$ cat src/hdl/fba_pkg.sv
package fba_pkg;

    // Fixed field widths of the request, the result and the size register.
    localparam int IDX_W  = 10;
    localparam int SIZE_W = 11;
    localparam int OP_W   = 2;

    // Managed size after reset.
    localparam logic [SIZE_W-1:0] SIZE_RESET = 11'd1024;

    // Request opcodes; the unused code behaves as a test.
    localparam logic [OP_W-1:0] OP_TEST  = 2'd0;
    localparam logic [OP_W-1:0] OP_SET   = 2'd1;
    localparam logic [OP_W-1:0] OP_CLEAR = 2'd2;

    typedef struct packed {
        logic [OP_W-1:0]  opcode;
        logic [IDX_W-1:0] bit_index;
    } t_fba_req;

    typedef struct packed {
        logic              out_of_range;
        logic              previous_value;
        logic [SIZE_W-1:0] used_count;
        logic [SIZE_W-1:0] free_count;
        logic              free_found;
        logic [IDX_W-1:0]  first_free;
    } t_fba_rsp;

    typedef enum logic [2:0] {
        ST_CLEAR,
        ST_IDLE,
        ST_SPLIT,
        ST_READ,
        ST_MODIFY,
        ST_SCAN,
        ST_FINISH
    } t_fba_state;

endpackage

$ cat src/hdl/fba_if.sv
// Request channel.
interface fba_req_if;
    import fba_pkg::*;
    logic     valid;
    logic     ready;
    t_fba_req data;
    modport source (output valid, output data, input ready);
    modport sink (input valid, input data, output ready);
endinterface

// Result channel.
interface fba_rsp_if;
    import fba_pkg::*;
    logic     valid;
    logic     ready;
    t_fba_rsp data;
    modport source (output valid, output data, input ready);
    modport sink (input valid, input data, output ready);
endinterface

// Size register write channel.
interface fba_cfg_if;
    import fba_pkg::*;
    logic              valid;
    logic              ready;
    logic [SIZE_W-1:0] data;
    modport source (output valid, output data, input ready);
    modport sink (input valid, input data, output ready);
endinterface

$ cat src/hdl/fba_ram.sv
module fba_ram #(
    parameter int WIDTH = 8,
    parameter int DEPTH = 128,
    localparam int ADDR_W = (DEPTH > 1) ? $clog2(DEPTH) : 1
) (
    input  logic              i_clk,
    input  logic              i_we,
    input  logic [ADDR_W-1:0] i_waddr,
    input  logic [WIDTH-1:0]  i_wdata,
    input  logic              i_re,
    input  logic [ADDR_W-1:0] i_raddr,
    output logic [WIDTH-1:0]  o_rdata
);

    logic [WIDTH-1:0] r_mem [DEPTH];
    logic [WIDTH-1:0] r_rdata;

    // One write port and one registered read port.
    always_ff @(posedge i_clk) begin
        if (i_we) begin
            r_mem[i_waddr] <= i_wdata;
        end
        if (i_re) begin
            r_rdata <= r_mem[i_raddr];
        end
    end

    assign o_rdata = r_rdata;

endmodule

$ cat src/hdl/fba_scan.sv
module fba_scan #(
    parameter int WORD_BITS = 8,
    parameter int BASE_W = 12,
    parameter int LIM_W = 11
) (
    input  logic [WORD_BITS-1:0] i_word,
    input  logic [BASE_W-1:0]    i_base,
    input  logic [LIM_W-1:0]     i_lim,
    output logic                 o_hit,
    output logic [BASE_W-1:0]    o_pos
);

    // Lowest clear bit of one word whose absolute index lies below the limit.
    always_comb begin
        logic [BASE_W-1:0] pos_j;
        o_hit = 1'b0;
        o_pos = '0;
        for (int j = WORD_BITS - 1; j >= 0; j--) begin
            pos_j = i_base + BASE_W'(j);
            if (!i_word[j] && (pos_j < BASE_W'(i_lim))) begin
                o_hit = 1'b1;
                o_pos = pos_j;
            end
        end
    end

endmodule

$ cat src/hdl/free_bitmap_allocator.sv
// Allocation bitmap with find-first-zero.
//
// Requests arrive on i_req (opcode and bit index) and each produces exactly
// one transaction on o_rsp. The managed size is written on i_cfg, which is
// always ready; it should only be written while no request is in flight.
// The map lives in one word-wide synchronous RAM. A request takes a split of
// the index into word and bit, one read, one write-back of the updated word,
// then a scan that reads the map one word per cycle from word zero until a
// clear bit below the size is found. The next request is taken in the cycle
// after the result is registered. Only one request is in flight at a time.
// The finished result sits in an output register; a new request is taken
// while it waits, and the block stalls at the end of that next request's
// scan until the receiver has taken the earlier result.
// After reset the RAM is cleared one word per cycle, during which i_req is
// not ready.
module free_bitmap_allocator #(
    parameter int CAPACITY_BITS = 1024,
    parameter int WORD_BITS = 8
) (
    input  logic      i_clk,
    input  logic      i_rst_n,
    fba_req_if.sink   i_req,
    fba_rsp_if.source o_rsp,
    fba_cfg_if.sink   i_cfg
);

    import fba_pkg::*;

    localparam int DEPTH   = (CAPACITY_BITS + WORD_BITS - 1) / WORD_BITS;
    localparam int ADDR_W  = (DEPTH > 1) ? $clog2(DEPTH) : 1;
    localparam int BIT_W   = $clog2(WORD_BITS);
    localparam int BASE_W  = $clog2(2048 + WORD_BITS);
    // Exact division of an index by the word size through a reciprocal.
    localparam int DIV_K   = IDX_W + BIT_W;
    localparam int DIV_M   = (2 ** DIV_K + WORD_BITS - 1) / WORD_BITS;
    localparam int PROD_W  = IDX_W + DIV_K + 1;

    t_fba_state          r_state, n_state;
    logic [ADDR_W-1:0]   r_clr_addr, n_clr_addr;
    logic [SIZE_W-1:0]   r_size;
    logic [SIZE_W-1:0]   r_ones, n_ones;
    logic                r_pend, n_pend;
    logic                r_out_valid, n_out_valid;
    t_fba_rsp            r_out, n_out;
    t_fba_req            r_req, n_req;
    logic                r_oor, n_oor;
    logic [ADDR_W-1:0]   r_word, n_word;
    logic [BIT_W-1:0]    r_bit, n_bit;
    logic                r_prev, n_prev;
    logic [ADDR_W-1:0]   r_scan_addr, n_scan_addr;
    logic [BASE_W-1:0]   r_scan_base, n_scan_base;
    logic [BASE_W-1:0]   r_chk_base, n_chk_base;
    logic                r_found, n_found;
    logic [IDX_W-1:0]    r_ff, n_ff;

    logic [SIZE_W-1:0]   lim;
    logic [SIZE_W-1:0]   free_cnt;
    logic [PROD_W-1:0]   split_prod;
    logic [IDX_W-1:0]    split_rem;
    logic                ram_we, ram_re;
    logic [ADDR_W-1:0]   ram_waddr, ram_raddr;
    logic [WORD_BITS-1:0] ram_wdata, ram_rdata;
    logic                scan_issue;
    logic                scan_hit;
    logic [BASE_W-1:0]   scan_pos;
    logic                cur_bit;

    // Size in use, capped at the capacity.
    assign lim = (32'(r_size) > CAPACITY_BITS) ? SIZE_W'(CAPACITY_BITS) : r_size;
    assign free_cnt = (lim > r_ones) ? (lim - r_ones) : '0;

    // Word and bit position of the requested index.
    assign split_prod = PROD_W'(r_req.bit_index) * PROD_W'(DIV_M);
    assign split_rem  = r_req.bit_index - IDX_W'(IDX_W'(r_word) * IDX_W'(WORD_BITS));

    assign cur_bit    = ram_rdata[r_bit];
    assign scan_issue = (r_scan_base < BASE_W'(lim));

    fba_ram #(
        .WIDTH (WORD_BITS),
        .DEPTH (DEPTH)
    ) u_ram (
        .i_clk   (i_clk),
        .i_we    (ram_we),
        .i_waddr (ram_waddr),
        .i_wdata (ram_wdata),
        .i_re    (ram_re),
        .i_raddr (ram_raddr),
        .o_rdata (ram_rdata)
    );

    fba_scan #(
        .WORD_BITS (WORD_BITS),
        .BASE_W    (BASE_W),
        .LIM_W     (SIZE_W)
    ) u_scan (
        .i_word (ram_rdata),
        .i_base (r_chk_base),
        .i_lim  (lim),
        .o_hit  (scan_hit),
        .o_pos  (scan_pos)
    );

    assign i_req.ready = (r_state == ST_IDLE);
    assign i_cfg.ready = 1'b1;
    assign o_rsp.valid = r_out_valid;
    assign o_rsp.data  = r_out;

    // Sequencer: next state, RAM accesses and working registers.
    always_comb begin
        n_state     = r_state;
        n_clr_addr  = r_clr_addr;
        n_ones      = r_ones;
        n_pend      = 1'b0;
        n_out_valid = r_out_valid;
        n_out       = r_out;
        n_req       = r_req;
        n_oor       = r_oor;
        n_word      = r_word;
        n_bit       = r_bit;
        n_prev      = r_prev;
        n_scan_addr = r_scan_addr;
        n_scan_base = r_scan_base;
        n_chk_base  = r_chk_base;
        n_found     = r_found;
        n_ff        = r_ff;
        ram_we      = 1'b0;
        ram_waddr   = r_word;
        ram_wdata   = ram_rdata;
        ram_re      = 1'b0;
        ram_raddr   = r_word;

        if (o_rsp.valid && o_rsp.ready) begin
            n_out_valid = 1'b0;
        end

        case (r_state)
            ST_CLEAR: begin
                ram_we     = 1'b1;
                ram_waddr  = r_clr_addr;
                ram_wdata  = '0;
                n_clr_addr = r_clr_addr + 1'b1;
                if (r_clr_addr == ADDR_W'(DEPTH - 1)) begin
                    n_state = ST_IDLE;
                end
            end
            ST_IDLE: begin
                if (i_req.valid) begin
                    n_req   = i_req.data;
                    n_oor   = ({1'b0, i_req.data.bit_index} >= lim);
                    n_state = ST_SPLIT;
                end
            end
            ST_SPLIT: begin
                n_word  = ADDR_W'(split_prod >> DIV_K);
                n_state = ST_READ;
            end
            ST_READ: begin
                n_bit   = BIT_W'(split_rem);
                ram_re  = 1'b1;
                n_state = ST_MODIFY;
            end
            ST_MODIFY: begin
                n_prev = r_oor ? 1'b0 : cur_bit;
                if (!r_oor) begin
                    if ((r_req.opcode == OP_SET) && !cur_bit) begin
                        ram_we    = 1'b1;
                        ram_wdata = ram_rdata | (WORD_BITS'(1) << r_bit);
                        n_ones    = r_ones + 1'b1;
                    end else if ((r_req.opcode == OP_CLEAR) && cur_bit) begin
                        ram_we    = 1'b1;
                        ram_wdata = ram_rdata & ~(WORD_BITS'(1) << r_bit);
                        n_ones    = r_ones - 1'b1;
                    end
                end
                n_scan_addr = '0;
                n_scan_base = '0;
                n_found     = 1'b0;
                n_ff        = '0;
                n_state     = ST_SCAN;
            end
            ST_SCAN: begin
                // Read the next word while checking the one read last cycle.
                if (scan_issue) begin
                    ram_re      = 1'b1;
                    ram_raddr   = r_scan_addr;
                    n_scan_addr = r_scan_addr + 1'b1;
                    n_scan_base = r_scan_base + BASE_W'(WORD_BITS);
                    n_chk_base  = r_scan_base;
                    n_pend      = 1'b1;
                end
                if (r_pend && scan_hit) begin
                    n_found = 1'b1;
                    n_ff    = IDX_W'(scan_pos);
                    n_pend  = 1'b0;
                    n_state = ST_FINISH;
                end else if (!r_pend && !scan_issue) begin
                    n_state = ST_FINISH;
                end
            end
            ST_FINISH: begin
                if (!r_out_valid || o_rsp.ready) begin
                    n_out_valid          = 1'b1;
                    n_out.out_of_range   = r_oor;
                    n_out.previous_value = r_prev;
                    n_out.used_count     = r_ones;
                    n_out.free_count     = free_cnt;
                    n_out.free_found     = r_found;
                    n_out.first_free     = r_ff;
                    n_state              = ST_IDLE;
                end
            end
            default: begin
                n_state = ST_IDLE;
            end
        endcase
    end

    // Control state.
    always_ff @(posedge i_clk) begin
        if (!i_rst_n) begin
            r_state     <= ST_CLEAR;
            r_clr_addr  <= '0;
            r_size      <= SIZE_RESET;
            r_ones      <= '0;
            r_pend      <= 1'b0;
            r_out_valid <= 1'b0;
        end else begin
            r_state     <= n_state;
            r_clr_addr  <= n_clr_addr;
            r_ones      <= n_ones;
            r_pend      <= n_pend;
            r_out_valid <= n_out_valid;
            if (i_cfg.valid) begin
                r_size <= i_cfg.data;
            end
        end
    end

    // Working and result registers.
    always_ff @(posedge i_clk) begin
        r_out       <= n_out;
        r_req       <= n_req;
        r_oor       <= n_oor;
        r_word      <= n_word;
        r_bit       <= n_bit;
        r_prev      <= n_prev;
        r_scan_addr <= n_scan_addr;
        r_scan_base <= n_scan_base;
        r_chk_base  <= n_chk_base;
        r_found     <= n_found;
        r_ff        <= n_ff;
    end

endmodule

$ cat src/flat_wrapper.sv
// flat-port wrapper written by rule: the top's interface ports become plain ports
module free_bitmap_allocator_flat import fba_pkg::*;
#(
    parameter int CAPACITY_BITS = 1024,
    parameter int WORD_BITS = 8
)
  (i_clk, i_rst_n, i_req_valid, i_req_data, i_req_ready, o_rsp_valid, o_rsp_data, o_rsp_ready, i_cfg_valid, i_cfg_data, i_cfg_ready);
  fba_req_if i_req_i ();
  fba_rsp_if o_rsp_i ();
  fba_cfg_if i_cfg_i ();
  input  logic i_clk;
  input  logic i_rst_n;
  input wire logic [$bits(i_req_i.valid)-1:0] i_req_valid;
  input wire logic [$bits(i_req_i.data)-1:0] i_req_data;
  output wire logic [$bits(i_req_i.ready)-1:0] i_req_ready;
  output wire logic [$bits(o_rsp_i.valid)-1:0] o_rsp_valid;
  output wire logic [$bits(o_rsp_i.data)-1:0] o_rsp_data;
  input wire logic [$bits(o_rsp_i.ready)-1:0] o_rsp_ready;
  input wire logic [$bits(i_cfg_i.valid)-1:0] i_cfg_valid;
  input wire logic [$bits(i_cfg_i.data)-1:0] i_cfg_data;
  output wire logic [$bits(i_cfg_i.ready)-1:0] i_cfg_ready;
  assign i_req_i.valid = i_req_valid;
  assign i_req_i.data = i_req_data;
  assign i_req_ready = i_req_i.ready;
  assign o_rsp_valid = o_rsp_i.valid;
  assign o_rsp_data = o_rsp_i.data;
  assign o_rsp_i.ready = o_rsp_ready;
  assign i_cfg_i.valid = i_cfg_valid;
  assign i_cfg_i.data = i_cfg_data;
  assign i_cfg_ready = i_cfg_i.ready;
  free_bitmap_allocator #(.CAPACITY_BITS(CAPACITY_BITS), .WORD_BITS(WORD_BITS)) u_core (.i_clk(i_clk), .i_rst_n(i_rst_n), .i_req(i_req_i), .o_rsp(o_rsp_i), .i_cfg(i_cfg_i));
endmodule
$ cat config.mk
export PLATFORM = sky130hd
export DESIGN_NAME = free_bitmap_allocator_flat
export DESIGN_NICKNAME = d
export VERILOG_FILES = /design/src/hdl/fba_pkg.sv /design/src/hdl/fba_if.sv /design/src/hdl/fba_ram.sv /design/src/hdl/fba_scan.sv /design/src/hdl/free_bitmap_allocator.sv /design/src/flat_wrapper.sv
export SDC_FILE = /design/constraint.sdc
export NUM_CORES = 2
export LEC_CHECK = 0
export BUFFER_PORTS_ARGS = -buffer_cell sky130_fd_sc_hd__buf_4
export CORE_AREA = 2 2 300 302
export CTS_BUF_LIST = sky130_fd_sc_hd__clkbuf_16
export CTS_CLUSTER_SIZE = 40
export DETAILED_ROUTE_END_ITERATION = 10
export DIE_AREA = 0 0 302 304
export HOLD_SLACK_MARGIN = 0.1
export PLACE_DENSITY = 0.81
export SLEW_MARGIN = 20
export SYNTH_ARGS = -nofsm -noshare
export SYNTH_HDL_FRONTEND = slang
export SYNTH_SLANG_ARGS = --single-unit
export TNS_END_PERCENT = 30
$ cat constraint.sdc
create_clock -name i_clk -period 9.3 [get_ports i_clk]
set_input_delay 1.395 -clock i_clk [delete_from_list [all_inputs] [get_ports i_clk]]
set_output_delay 1.395 -clock i_clk [all_outputs]
set_load 0.1 [all_outputs]
==> impl_metrics.ini <==
[synth]
yosysSeqAreaShare_pct = 71.41
synth_top_area_share_pct = 70.00
async_flop_share_pct = 0
synth-edff-count = 1127
synth_area_per_cell_um2 = 13.43
syn_area_um2 = 48350
syn_inst = 3599
ys_types = 86
ys_top_cells_by_area = edfxtp_1 (70%), nand2_1 (6.1%), mux2i_1 (3.3%), nor2_1 (1.5%), dfxtp_1 (1.4%)
synth_warnings = 0
syn-num-nets = 3680
ys_seq_elements = 1161
yosysTopAreaCell = edfxtp_1
synthFlopType = edfxtp_1

[routing]
wl_per_cell_um = 25.31
vias_per_cell = 6.387
ant_nets = 0
drtIter0Drc = 4823
wirelength_mm = 123.8
drc = 0
firstDrtPassIters = 6
num_vias = 31250

[layout]
area.growth.synth_to_final_pct = 10.50
fin_nets = 3705
final_cell_mix = edfxtp_1 (1127), nand2_1 (780), nor2_1 (188)
drive_gt1_share_pct = 8.670
fin_util_pct = 59.99
final_common_cell = edfxtp_1

[clocking]
cts_sinks = 1161
cts_tree = yes
numCtsBuffers = 108
cts_setup_buffers = 0
holdBufCountCts = 0
cts_max_level = 3
cts_max_path_buffers = 3
path_clk_slew_ps = 60
root_buffer = clkbuf_16
insertion_delay_ps = 710
cts_resized = 0

[placement]
portBuffers = 64
gp_congestion = 0.9387
hpwl_mm = 74.44

[sta]
min_period_ps = 5796
final-setup-viol-count = 0
setup-tns-final_ps = 0
rsz0062_at_grt = no
fmax_mhz = 172.5
worstMarginPinSlew_ps = 1221
skew_ps = 41.24
slew-limit-headroom_pct = 18.08
finalCritPeriodShare_pct = 62.32
drv_slew = 0
timing.final.hold_violations = 0

[setup_path]
required_ps = 9750
reg2reg_depth = 11
path_class = reg2reg
crit_path_max_fanout = 58
critPathLaunch = u_core.r_state[2]
r2r_setup_slack_ps = 3500
start_kind = flop
cp_data_arrival_time_ps = 6250
endpoint = u_core.u_ram.o_rdata[7]
r2r-start = u_core.r_state[2]
end_kind = flop
reg2reg_to = u_core.u_ram.o_rdata[7]

[run]
cap_violations = 0

[floorplan]
core_um2 = 89050
std_cell_rows = 110
die_h_um = 304
pin_count = 66
start_util_pct = 54.29
dieArea_um2 = 91810
die_x_um = 302

[power]
irDropWorstVdd_mv = 0.2333
power.leakage_uw = 0.01856
powerDensity_nw_per_um2 = 270.7
power.total_uw = 14460

[status]
status = finished clean

[grt]
grt-ovfl-total = 0
grt_usage_pct = 26.57
first_global_vias = 29740
antenna_found_initial = 4
grt_pass1_wl_mm = 183.3
grt_max_degree = 178

[min_path]
holdCritPathClass = reg2reg
-- cell usage after synthesis (27+ instances only) --
cell      instances
a211oi_1         59
a21oi_1         113
a31oi_1          81
and3_1           70
buf_2            64
buf_4            27
clkbuf_1         89
dfxtp_1          34
edfxtp_1       1127
ha_1             51
inv_1            54
mux2i_1         160
nand2_1         781
nand3_1         126
nor2_1          188
nor3_1           34
nor4_1           27
o21ai_0          56
o22ai_1          64
-- metal layers --
metal	vias to the layer above	GRT usage (%)	wire length, um
met5	-	0	31
met4	4	13.93	7413
met3	389	6.482	15230
met2	2171	40.95	56850
met1	15120	35.11	44320
li1	13570	-	-
-- critical path, stage by stage (launching register included) --
cell and delay (ps):
dfxtp_1 860, nand3b_1 750, or3_1 640, o21ai_1 240, o211a_4 650, buf_4 740, mux2i_1 270, o221ai_1 210
or4_1 660, a21oi_1 190, a31oi_1 60, and4_1 230
-- how the worst min path moves through the flow --
stage / startpoint / end / slack (ps) / depth (start not counted)
3_3_place_gp: u_core.r_req[3] / u_core.r_word[0] / 400 / 0
3_5_place_dp: u_core.r_req[2] / u_core.r_bit[2] / 400 / 0
6_report: u_core.r_ff[8] / u_core.o_rsp.data[8] / 400 / 0
4_1_cts: u_core.r_ff[8] / u_core.o_rsp.data[8] / 410 / 0
5_1_grt: u_core.r_ff[8] / u_core.o_rsp.data[8] / 420 / 0
2_1_floorplan: u_core.r_ff[0] / u_core.o_rsp.data[0] / 400 / 0
-- cell type report --
cell class,count,area (um^2)
Clock buffer,109,2728
Inverter,55,209.0
Fill cell,6357,35630
Timing Repair Buffer,117,933.4
Clock inverter,91,830.8
Antenna cell,3,7.507
Sequential cell,1161,34520
Tap cell,1176,1471
Multi-Input combinational cell,2181,12720
-- state kept, by name, indices dropped and copies added, names as in the netlist --
| name | cells |
|---|---|
| u_core.o_rsp.data | 35 |
| u_core.o_rsp.valid | 1 |
| u_core.r_bit | 3 |
| u_core.r_chk_base | 9 |
| u_core.r_clr_addr | 7 |
| u_core.r_ff | 10 |
| u_core.r_found | 1 |
| u_core.r_ones | 11 |
| u_core.r_oor | 1 |
| u_core.r_pend | 1 |
| u_core.r_prev | 1 |
| u_core.r_req | 12 |
| u_core.r_scan_addr | 7 |
| u_core.r_scan_base | 9 |
| u_core.r_size | 11 |
| u_core.r_state | 3 |
| u_core.r_word | 7 |
| u_core.u_ram.o_rdata | 8 |
| u_core.u_ram.r_mem | 1024 |
-- where the power goes --
part	switching, uW	internal [uW]
Combinational	2530	713
Clock	1940	2470
Sequential	125	6690
-- kinds of logic after synthesis --
| group | after synthesis | synth area share [%] |
|---|---|---|
| simple gates | 1353 | 12.33 |
| flops | 1161 | 71.41 |
| compound gates | 586 | 8.413 |
| buf+inv | 257 | 2.562 |
| mux | 162 | 3.406 |
| fa+ha+maj | 54 | 1.423 |
| xor+xnor | 25 | 0.4529 |
| other cells | 1 | 0.007756 |
-- through the flow --
step                      hold WS (ps)  setup slack, ps  area, um^2  cells
after floorplan                  400.3             2445       48350   3599
after global placement           400.5             3813       49840   4689
after detailed placement         404.5             3658       49840   4689
after CTS                        407.2             3590       53400   4889
after global routing             420.8             3226       53420   4890
final                            402.9             3504       53420   4893
No activity file was read; power rests on OpenSTA's default activity.
